<file path="src/rtl/mdfs_pkg.sv">
// ----------------------------------------------------------------------------
// mdfs_pkg: shared definitions for the depth-first maze explorer
// Grid and stack sizes, command and direction codes, the result record and
// small helpers for goal and neighbor tests.
// ----------------------------------------------------------------------------
`default_nettype none

package mdfs_pkg;

  // Grid geometry
  localparam int GridSide = 16;
  localparam int CoordW   = 4;
  localparam int CellAw   = 2 * CoordW;
  localparam int SizeW    = 5;

  // Path stack
  localparam int StackDepth = 256;
  localparam int StackAw    = $clog2(StackDepth);
  localparam int StackCntW  = StackAw + 1;

  // Explored cell counter
  localparam int CountW   = 9;
  localparam int CountMax = 511;

  // Result queue
  localparam int ResultDepth = 4;
  localparam int ResultAw    = $clog2(ResultDepth);

  // Configuration register indexes
  localparam int CfgIdxW = 1;
  localparam logic [CfgIdxW-1:0] RegMazeWidth  = 1'b0;
  localparam logic [CfgIdxW-1:0] RegMazeHeight = 1'b1;

  // Command codes
  localparam logic [1:0] CmdIdle  = 2'd0;
  localparam logic [1:0] CmdRight = 2'd1;
  localparam logic [1:0] CmdLeft  = 2'd2;
  localparam logic [1:0] CmdFwd   = 2'd3;

  // Absolute directions, north is +y, east is +x
  localparam logic [1:0] DirN = 2'd0;
  localparam logic [1:0] DirE = 2'd1;
  localparam logic [1:0] DirS = 2'd2;
  localparam logic [1:0] DirW = 2'd3;

  typedef struct packed {
    logic [1:0]        command;
    logic              last_of_run;
    logic [CoordW-1:0] pos_x;
    logic [CoordW-1:0] pos_y;
    logic [1:0]        heading;
    logic              goal_reached;
    logic              finished;
    logic [CountW-1:0] cells_explored;
  } result_t;

  // Size register limited to the grid side
  function automatic logic [SizeW-1:0] clamp_size(input logic [SizeW-1:0] v);
    logic [SizeW-1:0] side;
    side = SizeW'(GridSide);
    return (v > side) ? side : v;
  endfunction

  // One of the four central cells
  function automatic logic is_goal(input logic [CoordW-1:0] x,
                                   input logic [CoordW-1:0] y,
                                   input logic [SizeW-1:0]  w,
                                   input logic [SizeW-1:0]  h);
    logic [SizeW-1:0] cx;
    logic [SizeW-1:0] cy;
    logic [SizeW-1:0] xe;
    logic [SizeW-1:0] ye;
    logic             hx;
    logic             hy;
    cx = w >> 1;
    cy = h >> 1;
    xe = {1'b0, x};
    ye = {1'b0, y};
    hx = (xe == cx) || ((cx != '0) && (xe == cx - 5'd1));
    hy = (ye == cy) || ((cy != '0) && (ye == cy - 5'd1));
    return hx && hy;
  endfunction

  // Neighbor in direction d lies inside the configured area
  function automatic logic nb_in_grid(input logic [CoordW-1:0] x,
                                      input logic [CoordW-1:0] y,
                                      input logic [1:0]        d,
                                      input logic [SizeW-1:0]  w,
                                      input logic [SizeW-1:0]  h);
    logic [SizeW-1:0] xe;
    logic [SizeW-1:0] ye;
    logic             ok;
    xe = {1'b0, x};
    ye = {1'b0, y};
    case (d)
      DirN:    ok = (xe < w) && (ye + 5'd1 < h);
      DirE:    ok = (xe + 5'd1 < w) && (ye < h);
      DirS:    ok = (y != '0) && (xe < w) && (ye - 5'd1 < h);
      DirW:    ok = (x != '0) && (xe - 5'd1 < w) && (ye < h);
      default: ok = 1'b0;
    endcase
    return ok;
  endfunction

  // Map address of the neighbor in direction d (wraps at the grid edge)
  function automatic logic [CellAw-1:0] nb_addr(input logic [CoordW-1:0] x,
                                                input logic [CoordW-1:0] y,
                                                input logic [1:0]        d);
    logic [CoordW-1:0] nx;
    logic [CoordW-1:0] ny;
    nx = x;
    ny = y;
    case (d)
      DirN:    ny = y + 4'd1;
      DirE:    nx = x + 4'd1;
      DirS:    ny = y - 4'd1;
      DirW:    nx = x - 4'd1;
      default: nx = x;
    endcase
    return {ny, nx};
  endfunction

endpackage

`default_nettype wire

</file>
<file path="src/rtl/maze_dfs_explorer.sv">
// ----------------------------------------------------------------------------
// maze_dfs_explorer: depth-first micromouse maze explorer
// Takes one sensor item per control tick and emits turn and forward commands
// from a wall/visited map and a path stack held in synchronous memories.
// ----------------------------------------------------------------------------
//  channel | direction | handshake              | payload
//  --------+-----------+------------------------+------------------------------
//  in      | input     | in_valid_i/in_ready_o  | wall_front/left/right
//  out     | output    | out_valid_o/out_ready_i| command .. cells_explored
//  cfg     | input     | cfg_we_i (no wait)     | cfg_idx_i, cfg_wdata_i
//
//  A commit tick moves and emits an idle; a finished tick emits an idle.
//  An exploring tick reads the current cell, then each neighbor tried (up to
//  four), the path stack on a backtrack, and emits each command in turn.
//  The single read port of the cell map puts these reads in sequence.
//  An input buffer takes the next item while the current one is worked on,
//  and a 4-entry result queue lets output stalls overlap the work.
//  Reset clears the map through per-cell valid bits; no clearing pass.
// ----------------------------------------------------------------------------
`default_nettype none

module maze_dfs_explorer (
  input  wire logic                               clk_i,
  input  wire logic                               rst_ni,
  // configuration
  input  wire logic                               cfg_we_i,
  input  wire logic [mdfs_pkg::CfgIdxW-1:0]       cfg_idx_i,
  input  wire logic [mdfs_pkg::SizeW-1:0]         cfg_wdata_i,
  // sensor items
  input  wire logic                               in_valid_i,
  output      logic                               in_ready_o,
  input  wire logic                               wall_front_i,
  input  wire logic                               wall_left_i,
  input  wire logic                               wall_right_i,
  // command items
  output      logic                               out_valid_o,
  input  wire logic                               out_ready_i,
  output      logic [1:0]                         command_o,
  output      logic                               last_of_run_o,
  output      logic [mdfs_pkg::CoordW-1:0]        pos_x_o,
  output      logic [mdfs_pkg::CoordW-1:0]        pos_y_o,
  output      logic [1:0]                         heading_o,
  output      logic                               goal_reached_o,
  output      logic                               finished_o,
  output      logic [mdfs_pkg::CountW-1:0]        cells_explored_o
);

  localparam logic [2:0] StIdle  = 3'd0;
  localparam logic [2:0] StRdCur = 3'd1;
  localparam logic [2:0] StNb    = 3'd2;
  localparam logic [2:0] StPop   = 3'd3;
  localparam logic [2:0] StTurn  = 3'd4;
  localparam logic [2:0] StEmit  = 3'd5;

  localparam int CW  = mdfs_pkg::CoordW;
  localparam int AW  = mdfs_pkg::CellAw;
  localparam int SW  = mdfs_pkg::StackAw;
  localparam int SCW = mdfs_pkg::StackCntW;
  localparam int NW  = mdfs_pkg::CountW;
  localparam int RD  = mdfs_pkg::ResultDepth;
  localparam int RAW = mdfs_pkg::ResultAw;
  localparam int Cells = 1 << AW;

  // Configuration registers
  logic [mdfs_pkg::SizeW-1:0] width_q, height_q;

  always_ff @(posedge clk_i or negedge rst_ni) begin
    if (!rst_ni) begin
      width_q  <= mdfs_pkg::SizeW'(mdfs_pkg::GridSide);
      height_q <= mdfs_pkg::SizeW'(mdfs_pkg::GridSide);
    end else if (cfg_we_i) begin
      unique case (cfg_idx_i)
        mdfs_pkg::RegMazeWidth:  width_q  <= cfg_wdata_i;
        mdfs_pkg::RegMazeHeight: height_q <= cfg_wdata_i;
        default:                 width_q  <= width_q;
      endcase
    end
  end

  logic [mdfs_pkg::SizeW-1:0] w_c, h_c;
  assign w_c = mdfs_pkg::clamp_size(width_q);
  assign h_c = mdfs_pkg::clamp_size(height_q);

  // Input buffer: front, left, right
  logic       in_full_q, in_full_d;
  logic [2:0] in_walls_q;
  logic       in_take;

  assign in_ready_o = !in_full_q;

  always_comb begin
    in_full_d = in_full_q;
    if (in_take) begin
      in_full_d = 1'b0;
    end else if (in_valid_i && !in_full_q) begin
      in_full_d = 1'b1;
    end
  end

  always_ff @(posedge clk_i or negedge rst_ni) begin
    if (!rst_ni) begin
      in_full_q <= 1'b0;
    end else begin
      in_full_q <= in_full_d;
    end
  end

  always_ff @(posedge clk_i) begin
    if (in_valid_i && !in_full_q) begin
      in_walls_q <= {wall_front_i, wall_left_i, wall_right_i};
    end
  end

  // Cell map memory: {visited, walls N/E/S/W by bit}
  logic [4:0]    cell_mem [Cells];
  logic [Cells-1:0] cell_vld_q;
  logic [4:0]    cell_rdata_q;
  logic          cell_rvld_q;
  logic          cell_re, cell_we;
  logic [AW-1:0] cell_raddr, cell_waddr;
  logic [4:0]    cell_wdata;
  logic [4:0]    cell_data;

  always_ff @(posedge clk_i) begin
    if (cell_we) begin
      cell_mem[cell_waddr] <= cell_wdata;
    end
    if (cell_re) begin
      cell_rdata_q <= cell_mem[cell_raddr];
    end
  end

  always_ff @(posedge clk_i or negedge rst_ni) begin
    if (!rst_ni) begin
      cell_vld_q  <= '0;
      cell_rvld_q <= 1'b0;
    end else begin
      if (cell_we) begin
        cell_vld_q[cell_waddr] <= 1'b1;
      end
      if (cell_re) begin
        cell_rvld_q <= cell_vld_q[cell_raddr];
      end
    end
  end

  // never-written cells read as zero
  assign cell_data = cell_rvld_q ? cell_rdata_q : 5'd0;

  // Path stack memory; entry zero is the start cell and never written
  logic [AW-1:0] stk_mem [mdfs_pkg::StackDepth];
  logic [AW-1:0] stk_rdata_q;
  logic          stk_rzero_q;
  logic          stk_re, stk_we;
  logic [SW-1:0] stk_raddr, stk_waddr;
  logic [AW-1:0] stk_wdata;
  logic [AW-1:0] stk_data;

  always_ff @(posedge clk_i) begin
    if (stk_we) begin
      stk_mem[stk_waddr] <= stk_wdata;
    end
    if (stk_re) begin
      stk_rdata_q <= stk_mem[stk_raddr];
      stk_rzero_q <= (stk_raddr == '0);
    end
  end

  assign stk_data = stk_rzero_q ? '0 : stk_rdata_q;

  // Result queue
  mdfs_pkg::result_t res_q [RD];
  logic [RAW-1:0]    rptr_q, wptr_q;
  logic [RAW:0]      rcnt_q;
  logic              res_push, res_pop;
  mdfs_pkg::result_t res_wdata;

  assign res_pop     = out_valid_o && out_ready_i;
  assign out_valid_o = (rcnt_q != '0);

  always_ff @(posedge clk_i) begin
    if (res_push) begin
      res_q[wptr_q] <= res_wdata;
    end
  end

  always_ff @(posedge clk_i or negedge rst_ni) begin
    if (!rst_ni) begin
      rptr_q <= '0;
      wptr_q <= '0;
      rcnt_q <= '0;
    end else begin
      if (res_push) begin
        wptr_q <= wptr_q + 1'b1;
      end
      if (res_pop) begin
        rptr_q <= rptr_q + 1'b1;
      end
      case ({res_push, res_pop})
        2'b10:   rcnt_q <= rcnt_q + 1'b1;
        2'b01:   rcnt_q <= rcnt_q - 1'b1;
        default: rcnt_q <= rcnt_q;
      endcase
    end
  end

  assign command_o        = res_q[rptr_q].command;
  assign last_of_run_o    = res_q[rptr_q].last_of_run;
  assign pos_x_o          = res_q[rptr_q].pos_x;
  assign pos_y_o          = res_q[rptr_q].pos_y;
  assign heading_o        = res_q[rptr_q].heading;
  assign goal_reached_o   = res_q[rptr_q].goal_reached;
  assign finished_o       = res_q[rptr_q].finished;
  assign cells_explored_o = res_q[rptr_q].cells_explored;

  // Explorer state
  logic [2:0]     state_q, state_d;
  logic [CW-1:0]  cur_x_q, cur_x_d, cur_y_q, cur_y_d;
  logic [1:0]     facing_q, facing_d;
  logic [SCW-1:0] stk_cnt_q, stk_cnt_d;
  logic           pend_q, pend_d;
  logic [1:0]     pend_dir_q, pend_dir_d;
  logic           pend_back_q, pend_back_d;
  logic           goal_q, goal_d;
  logic           done_q, done_d;
  logic [NW-1:0]  explored_q, explored_d;
  logic [2:0]     sense_q, sense_d;
  logic [3:0]     walls_q, walls_d;
  logic [1:0]     nb_q, nb_d;
  logic [1:0]     target_q, target_d;
  logic           back_q, back_d;

  // sensed walls in absolute directions
  logic [1:0] left_dir, right_dir;
  logic [3:0] sensed;

  assign left_dir  = facing_q + 2'd3;
  assign right_dir = facing_q + 2'd1;

  always_comb begin
    sensed = '0;
    if (sense_q[2]) sensed[facing_q]  = 1'b1;
    if (sense_q[1]) sensed[left_dir]  = 1'b1;
    if (sense_q[0]) sensed[right_dir] = 1'b1;
  end

  // backtrack target: direction from the current cell to the popped cell
  logic [CW-1:0] pop_x, pop_y;
  logic          pop_hit;
  logic [1:0]    pop_dir;

  assign pop_x = stk_data[CW-1:0];
  assign pop_y = stk_data[AW-1:CW];

  always_comb begin
    pop_hit = 1'b1;
    pop_dir = mdfs_pkg::DirN;
    if (pop_x == cur_x_q && cur_y_q != '1 && pop_y == cur_y_q + 4'd1) begin
      pop_dir = mdfs_pkg::DirN;
    end else if (cur_x_q != '1 && pop_x == cur_x_q + 4'd1 && pop_y == cur_y_q) begin
      pop_dir = mdfs_pkg::DirE;
    end else if (cur_y_q != '0 && pop_x == cur_x_q && pop_y == cur_y_q - 4'd1) begin
      pop_dir = mdfs_pkg::DirS;
    end else if (cur_x_q != '0 && pop_x == cur_x_q - 4'd1 && pop_y == cur_y_q) begin
      pop_dir = mdfs_pkg::DirW;
    end else begin
      pop_hit = 1'b0;
    end
  end

  // commit target and open-neighbor test
  logic          commit_ok;
  logic [CW-1:0] commit_x, commit_y;
  logic          nb_ok;
  logic [3:0]    new_walls;
  logic [1:0]    turn_diff;

  always_comb begin
    commit_x  = cur_x_q;
    commit_y  = cur_y_q;
    commit_ok = 1'b1;
    case (pend_dir_q)
      mdfs_pkg::DirN: begin
        commit_ok = (cur_y_q != '1);
        commit_y  = cur_y_q + 4'd1;
      end
      mdfs_pkg::DirE: begin
        commit_ok = (cur_x_q != '1);
        commit_x  = cur_x_q + 4'd1;
      end
      mdfs_pkg::DirS: begin
        commit_ok = (cur_y_q != '0);
        commit_y  = cur_y_q - 4'd1;
      end
      default: begin
        commit_ok = (cur_x_q != '0);
        commit_x  = cur_x_q - 4'd1;
      end
    endcase
  end

  assign nb_ok = mdfs_pkg::nb_in_grid(cur_x_q, cur_y_q, nb_q, w_c, h_c) &&
                 !cell_data[4] && !walls_q[nb_q];
  assign new_walls = cell_data[3:0] | sensed;
  assign turn_diff = target_q - facing_q;

  // Sequencer: read, modify and write back the maps
  always_comb begin
    state_d     = state_q;
    cur_x_d     = cur_x_q;
    cur_y_d     = cur_y_q;
    facing_d    = facing_q;
    stk_cnt_d   = stk_cnt_q;
    pend_d      = pend_q;
    pend_dir_d  = pend_dir_q;
    pend_back_d = pend_back_q;
    goal_d      = goal_q;
    done_d      = done_q;
    explored_d  = explored_q;
    sense_d     = sense_q;
    walls_d     = walls_q;
    nb_d        = nb_q;
    target_d    = target_q;
    back_d      = back_q;

    in_take    = 1'b0;
    cell_re    = 1'b0;
    cell_raddr = {cur_y_q, cur_x_q};
    cell_we    = 1'b0;
    cell_waddr = {cur_y_q, cur_x_q};
    cell_wdata = {1'b1, new_walls};
    stk_re     = 1'b0;
    stk_raddr  = SW'(stk_cnt_q - SCW'(2));
    stk_we     = 1'b0;
    stk_waddr  = stk_cnt_q[SW-1:0];
    stk_wdata  = {commit_y, commit_x};

    res_push                 = 1'b0;
    res_wdata.command        = mdfs_pkg::CmdIdle;
    res_wdata.last_of_run    = 1'b1;
    res_wdata.pos_x          = cur_x_q;
    res_wdata.pos_y          = cur_y_q;
    res_wdata.heading        = facing_q;
    res_wdata.goal_reached   = goal_q;
    res_wdata.finished       = done_q;
    res_wdata.cells_explored = explored_q;

    unique case (state_q)
      StIdle: begin
        // start only with room for a full run of three results
        if (in_full_q && rcnt_q <= (RAW+1)'(RD - 3)) begin
          in_take = 1'b1;
          sense_d = in_walls_q;
          if (pend_q) begin
            // commit tick: move, and push unless backtracking or the stack is full
            if (commit_ok) begin
              cur_x_d = commit_x;
              cur_y_d = commit_y;
              if (!pend_back_q && stk_cnt_q < SCW'(mdfs_pkg::StackDepth)) begin
                stk_we    = 1'b1;
                stk_cnt_d = stk_cnt_q + 1'b1;
              end
            end
            pend_d      = 1'b0;
            pend_dir_d  = mdfs_pkg::DirN;
            pend_back_d = 1'b0;
            state_d     = StEmit;
          end else if (done_q) begin
            state_d = StEmit;
          end else begin
            cell_re = 1'b1;
            state_d = StRdCur;
          end
        end
      end
      StRdCur: begin
        // mark visited, merge walls, test for goal
        cell_we = 1'b1;
        walls_d = new_walls;
        if (explored_q != NW'(mdfs_pkg::CountMax)) begin
          explored_d = explored_q + 1'b1;
        end
        if (!goal_q && mdfs_pkg::is_goal(cur_x_q, cur_y_q, w_c, h_c)) begin
          goal_d  = 1'b1;
          done_d  = 1'b1;
          state_d = StEmit;
        end else begin
          cell_re    = 1'b1;
          cell_raddr = mdfs_pkg::nb_addr(cur_x_q, cur_y_q, mdfs_pkg::DirN);
          nb_d       = mdfs_pkg::DirN;
          state_d    = StNb;
        end
      end
      StNb: begin
        // neighbors in order N, E, S, W
        if (nb_ok) begin
          target_d = nb_q;
          back_d   = 1'b0;
          state_d  = StTurn;
        end else if (nb_q == mdfs_pkg::DirW) begin
          if (stk_cnt_q > SCW'(1)) begin
            stk_re    = 1'b1;
            stk_cnt_d = stk_cnt_q - 1'b1;
            state_d   = StPop;
          end else begin
            done_d  = 1'b1;
            state_d = StEmit;
          end
        end else begin
          nb_d       = nb_q + 2'd1;
          cell_re    = 1'b1;
          cell_raddr = mdfs_pkg::nb_addr(cur_x_q, cur_y_q, nb_q + 2'd1);
        end
      end
      StPop: begin
        if (pop_hit) begin
          target_d = pop_dir;
          back_d   = 1'b1;
          state_d  = StTurn;
        end else begin
          done_d  = 1'b1;
          state_d = StEmit;
        end
      end
      StTurn: begin
        // one turn a cycle, then forward
        res_push = 1'b1;
        if (facing_q != target_q) begin
          if (turn_diff == 2'd3) begin
            facing_d          = facing_q - 2'd1;
            res_wdata.command = mdfs_pkg::CmdLeft;
          end else begin
            facing_d          = facing_q + 2'd1;
            res_wdata.command = mdfs_pkg::CmdRight;
          end
          res_wdata.last_of_run = 1'b0;
          res_wdata.heading     = facing_d;
        end else begin
          res_wdata.command = mdfs_pkg::CmdFwd;
          pend_d      = 1'b1;
          pend_dir_d  = target_q;
          pend_back_d = back_q;
          state_d     = StIdle;
        end
      end
      StEmit: begin
        // single idle with the updated state
        res_push = 1'b1;
        state_d  = StIdle;
      end
      default: begin
        state_d = StIdle;
      end
    endcase
  end

  always_ff @(posedge clk_i or negedge rst_ni) begin
    if (!rst_ni) begin
      state_q     <= StIdle;
      cur_x_q     <= '0;
      cur_y_q     <= '0;
      facing_q    <= mdfs_pkg::DirN;
      stk_cnt_q   <= SCW'(1);
      pend_q      <= 1'b0;
      pend_dir_q  <= mdfs_pkg::DirN;
      pend_back_q <= 1'b0;
      goal_q      <= 1'b0;
      done_q      <= 1'b0;
      explored_q  <= '0;
    end else begin
      state_q     <= state_d;
      cur_x_q     <= cur_x_d;
      cur_y_q     <= cur_y_d;
      facing_q    <= facing_d;
      stk_cnt_q   <= stk_cnt_d;
      pend_q      <= pend_d;
      pend_dir_q  <= pend_dir_d;
      pend_back_q <= pend_back_d;
      goal_q      <= goal_d;
      done_q      <= done_d;
      explored_q  <= explored_d;
    end
  end

  // per-item working registers
  always_ff @(posedge clk_i) begin
    sense_q  <= sense_d;
    walls_q  <= walls_d;
    nb_q     <= nb_d;
    target_q <= target_d;
    back_q   <= back_d;
  end

endmodule

`default_nettype wire

</file>
<file path="config.mk">
export PLATFORM = sky130hd
export DESIGN_NAME = maze_dfs_explorer
export DESIGN_NICKNAME = d
export VERILOG_FILES = /design/src/rtl/mdfs_pkg.sv /design/src/rtl/maze_dfs_explorer.sv
export SDC_FILE = /design/constraint.sdc
export NUM_CORES = 2
export LEC_CHECK = 0
export ABC_CLOCK_PERIOD_IN_PS = 14650
export BUFFER_PORTS_ARGS = -buffer_cell sky130_fd_sc_hd__buf_2
export CORE_MARGIN = 4
export CORE_UTILIZATION = 50
export DETAILED_ROUTE_END_ITERATION = 8
export HOLD_SLACK_MARGIN = 0.08
export MAX_ROUTING_LAYER = met4
export PLACE_DENSITY = 0.68
export SLEW_MARGIN = 0
export SYNTH_ARGS = -nofsm -noshare
export SYNTH_HDL_FRONTEND = slang
export SYNTH_SLANG_ARGS = --single-unit
</file>
<file path="constraint.sdc">
create_clock -name clk_i -period 14.65 [get_ports clk_i]
set_clock_uncertainty 0.2 [all_clocks]
set_input_delay 2.93 -clock clk_i [delete_from_list [all_inputs] [get_ports clk_i]]
set_output_delay 2.93 -clock clk_i [all_outputs]
set_load 0.02 [all_outputs]
</file>
==> impl_metrics.tcl <==
set metrics [dict create \
    pwr-share-seq_pct 39.0 \
    grt_pass1_vias 75040 \
    wl_per_cell_microns 28.3 \
    path_clk_slew_ns 0.07 \
    overflow 0 \
    whs_endpoint "sense_q[0]" \
    setup_tns_ns 0 \
    worstSetupStartpoint "cur_y_q[0]" \
    synth_area_leader_cell "edfxtp_1" \
    total_power_uw 34700 \
    synth_cells 8176 \
    power_density_mw_per_mm2 221 \
    synth_edf_count 3196 \
    grt.busiest_layer "met2" \
    io_pins 40 \
    critPathLaunchType "flip-flop" \
    die_h_microns 539 \
    yosysWarnings 0 \
    crit_arrival_ns 9.44 \
    clk_path_buf_depth 4 \
    ant_nets 0 \
    final_area_sq_mm 0.157 \
    status "finished with violations" \
    maxSlewViolCount 0 \
    fillers 20987 \
    synth_compound_area_share_pct 2.11 \
    fin_nets 8295 \
    synthTopCellsByArea "edfxtp_1 68%, mux4_2 11%, dfrtp_1 5.5%" \
    grt_usage_pct 24.3 \
    grt_first_pass_wirelength_microns 516000 \
    synthFlopType "edfxtp_1" \
    critical_path.slowest_cell "buf_4" \
    holdBufCountCts 0 \
    post-dp-hpwl_microns 206000 \
    grtUsageMet1_pct 35.3 \
    switchingPower_uw 12400 \
    total_leakage_power_uw 0.0540 \
    critical_path.cell_chain "clkinv_1, ha_1, or3b_1, inv_1, ha_1, nand2_1, nand4_1, a31o_2, a21boi_0, o31a_2, o211a_4, buf_4, buf_4, nand2_1, and3_1, a311oi_1, a311oi_1, a311o_1, a32oi_1, nor4b_2" \
    slew_headroom_pct 8.03 \
    min_path_cells 0 \
    r2r_cells 20 \
    drtIter0Drc 9962 \
    slowest_delay_ns 0.86 \
    vias_per_cell 6.20 \
    hold_ws_ns 0.248 \
    crit_buf_inv 4 \
    crit_type "reg2reg" \
    ir_drop_v 0.000292 \
    synthXorXnorAreaFrac_pct 0.513 \
    rows 194 \
    post_cts_buffers 0 \
    synthesis.nets 8253 \
    hold_path.class "reg2reg" \
    dr.pass1.iters 9 \
    place_area_sq_mm 0.145 \
    r2r_start "cur_y_q[0]" \
    grt_max_degree 210 \
    muxShareOfSynthArea_pct 13.2 \
    dieArea_sq_mm 0.291 \
    core_sq_mm 0.280 \
    cp.required_ns 15.20 \
    met2_usage_pct 36.0 \
    synthSimpleGateAreaFrac_pct 8.32 \
    switching_share_pct 35.7 \
    syn_to_final_growth_pct 11.1 \
    synth_area_sq_mm 0.141 \
    ys_seq_elements 3508 \
    finalCriticalPeriod_ns 8.90 \
    use_met3_pct 4.28 \
    yosysUniqueCellTypes 92 \
    final-setup-viol-count 0 \
    drc_errors 1 \
    drt_wl_total_microns 347000 \
    synth_fa_ha_area_share_pct 0.558 \
    critical_path.max_fanout 82 \
    hold_violations 0 \
    synth_top_cell_area_share_pct 68.0 \
    ys_top_cells_by_count "3196 x edfxtp_1, 1032 x nand2_1, 713 x mux4_2" \
    r2r_slack_ns 5.75 \
    drive_gt1_share_pct 20.3 \
    synth_most_common_cell "edfxtp_1" \
    r2r-end "cell_rdata_q[1]" \
    min_period_over_period_pct 60.7 \
    avgSynthCellArea_sq_um 17.3 \
    hold_path_startpoint "in_walls_q[0]" \
    max_freq_mhz 112 \
    end_kind "flip-flop" \
    async_reset_ff_share_pct 8.89 \
    root_buffer "clkbuf_16" \
    cts_tree "done" \
    pwr-share-comb_pct 35.2 \
    cts_buffers 354 \
    start_util_pct 50.4 \
    htree_levels 5 \
    p_int_uw 22300 \
    clock-sinks 3508 \
    die_w_microns 539 \
    ys_seq_area_share_pct 73.5 \
    synth_top_family_by_area "multiplexers" \
    violations "design-rule violations" \
    num_vias 75970 \
    antenna_found_initial 17 \
    crit_family "compound AO/OA/AOI/OAI gates" \
    worst_slew_pin_slew_ns 1.38 \
    max_cap_viol_count 0 \
    rsz0062_at_grt "false" \
    pwr-share-clk_pct 25.8 \
    cts.repair.resized 0 \
    routabilityCongestion 0.901 \
    port_buffers 39 \
    clock_latency_ns 0.93 \
]
## sequential cells by signal (all words and copies together) (netlist names), 3 cells and up
register,flops
stk_rdata_q,8
cur_y_q,4
cell_vld_q,256
cur_x_q,4
stk_mem,2048
cell_rdata_q,4
in_walls_q,3
cell_mem,1024
walls_q,4
rcnt_q,3
explored_q,9
height_q,5
state_q,3
stk_cnt_q,9
width_q,5
sense_q,3
res_q,96
## routing by layer
metal / wire (microns) / vias to the layer above
met5: 0 / -
met2: 161000 / 3937
met3: 32100 / 669
li1: - / 31875
met4: 10400 / 0
met1: 143000 / 39489
## worst max path at each step
stage | to | cells past startpoint
2_1_floorplan | stk_mem[0][5] | 5
3_3_place_gp | cell_rdata_q[1] | 20
3_5_place_dp | cell_rdata_q[1] | 20
4_1_cts | cell_rdata_q[1] | 20
5_1_grt | cell_rdata_q[1] | 20
6_report | cell_rdata_q[1] | 20
## stage by stage
stage               instances  setup slack, ns  util [%]
CTS                     12242             5.91      56.0
floorplan                8176            0.870         -
global placement        11585             6.38      51.8
global route            12247             5.33      56.0
detailed placement      11586             5.95      51.8
finish                  12247             5.75      56.0
## cell type report
type                    count  area (sq um)  area share [%]
diodes                      5          12.5         0.00798
flip-flops and latches   3508        104000            66.2
clock inverters           188          1970            1.25
multi-input cells        4128         35200            22.4
clock buffers             468          9610            6.13
well taps                3724          4660            2.97
repair buffers            179          1400           0.894
inverters                  47           176           0.113
## worst register-to-register path, cell delays in order, from the launching register on
cell and delay, ns:
dfrtp_1 0.74, clkinv_1 0.47, ha_1 0.45, or3b_1 0.85, inv_1 0.12, ha_1 0.34
nand2_1 0.08, nand4_1 0.10, a31o_2 0.27, a21boi_0 0.39, o31a_2 0.48, o211a_4 0.67
buf_4 0.88, buf_4 0.86, nand2_1 0.14, and3_1 0.21, a311oi_1 0.27, a311oi_1 0.10
a311o_1 0.40, a32oi_1 0.42, nor4b_2 0.28
## power groups by stage
stage / Combinational, uW / Sequential (uW) / Clock (uW)
after global placement: 11900 / 13700 / 0
after global routing: 12900 / 13600 / 9520
after floorplan: 7640 / 14300 / 0
after detailed placement: 12200 / 13700 / 0
final: 12200 / 13500 / 8960
after CTS: 12200 / 13500 / 9070
## cells by family (layout without fill, tap and decap cells)
group | after synthesis | in the layout
flops | 3508 | 3508
simple gates | 2612 | 2612
mux | 971 | 971
buf+inv | 540 | 882
compound gates | 401 | 401
xor+xnor | 81 | 81
fa+ha+maj | 63 | 63
other cells | 0 | 5
## cell usage in the layout, fill, tap and decap left out, types with 15 or more instances in the layout
cell       netlist  layout
edfxtp_1      3196    3196
nand2_1       1032    1028
mux4_2         713     713
nor2_1         587     586
nand3_1        512     512
clkbuf_16        0     358
dfrtp_1        309     308
or2_2          256     256
mux2i_1        236     236
buf_4           38     128
clkbuf_1       221      86
a311oi_1        73      73
and3_1          65      65
ha_1            63      62
clkinv_2         0      62
clkinv_1         3      61
o21ai_0         52      51
xnor2_1         54      49
a21oi_1         48      47
a31oi_1         46      46
inv_1           43      43
nand4_1         38      38
buf_2          144      38
bufinv_16        0      27
nor2b_1         26      26
a211oi_1        24      24
clkbuf_8         0      24
mux2_2          21      21
xor2_1          25      20
nor3_1          18      17
and2_1          15      15
(Power assumes the default switching activity.)
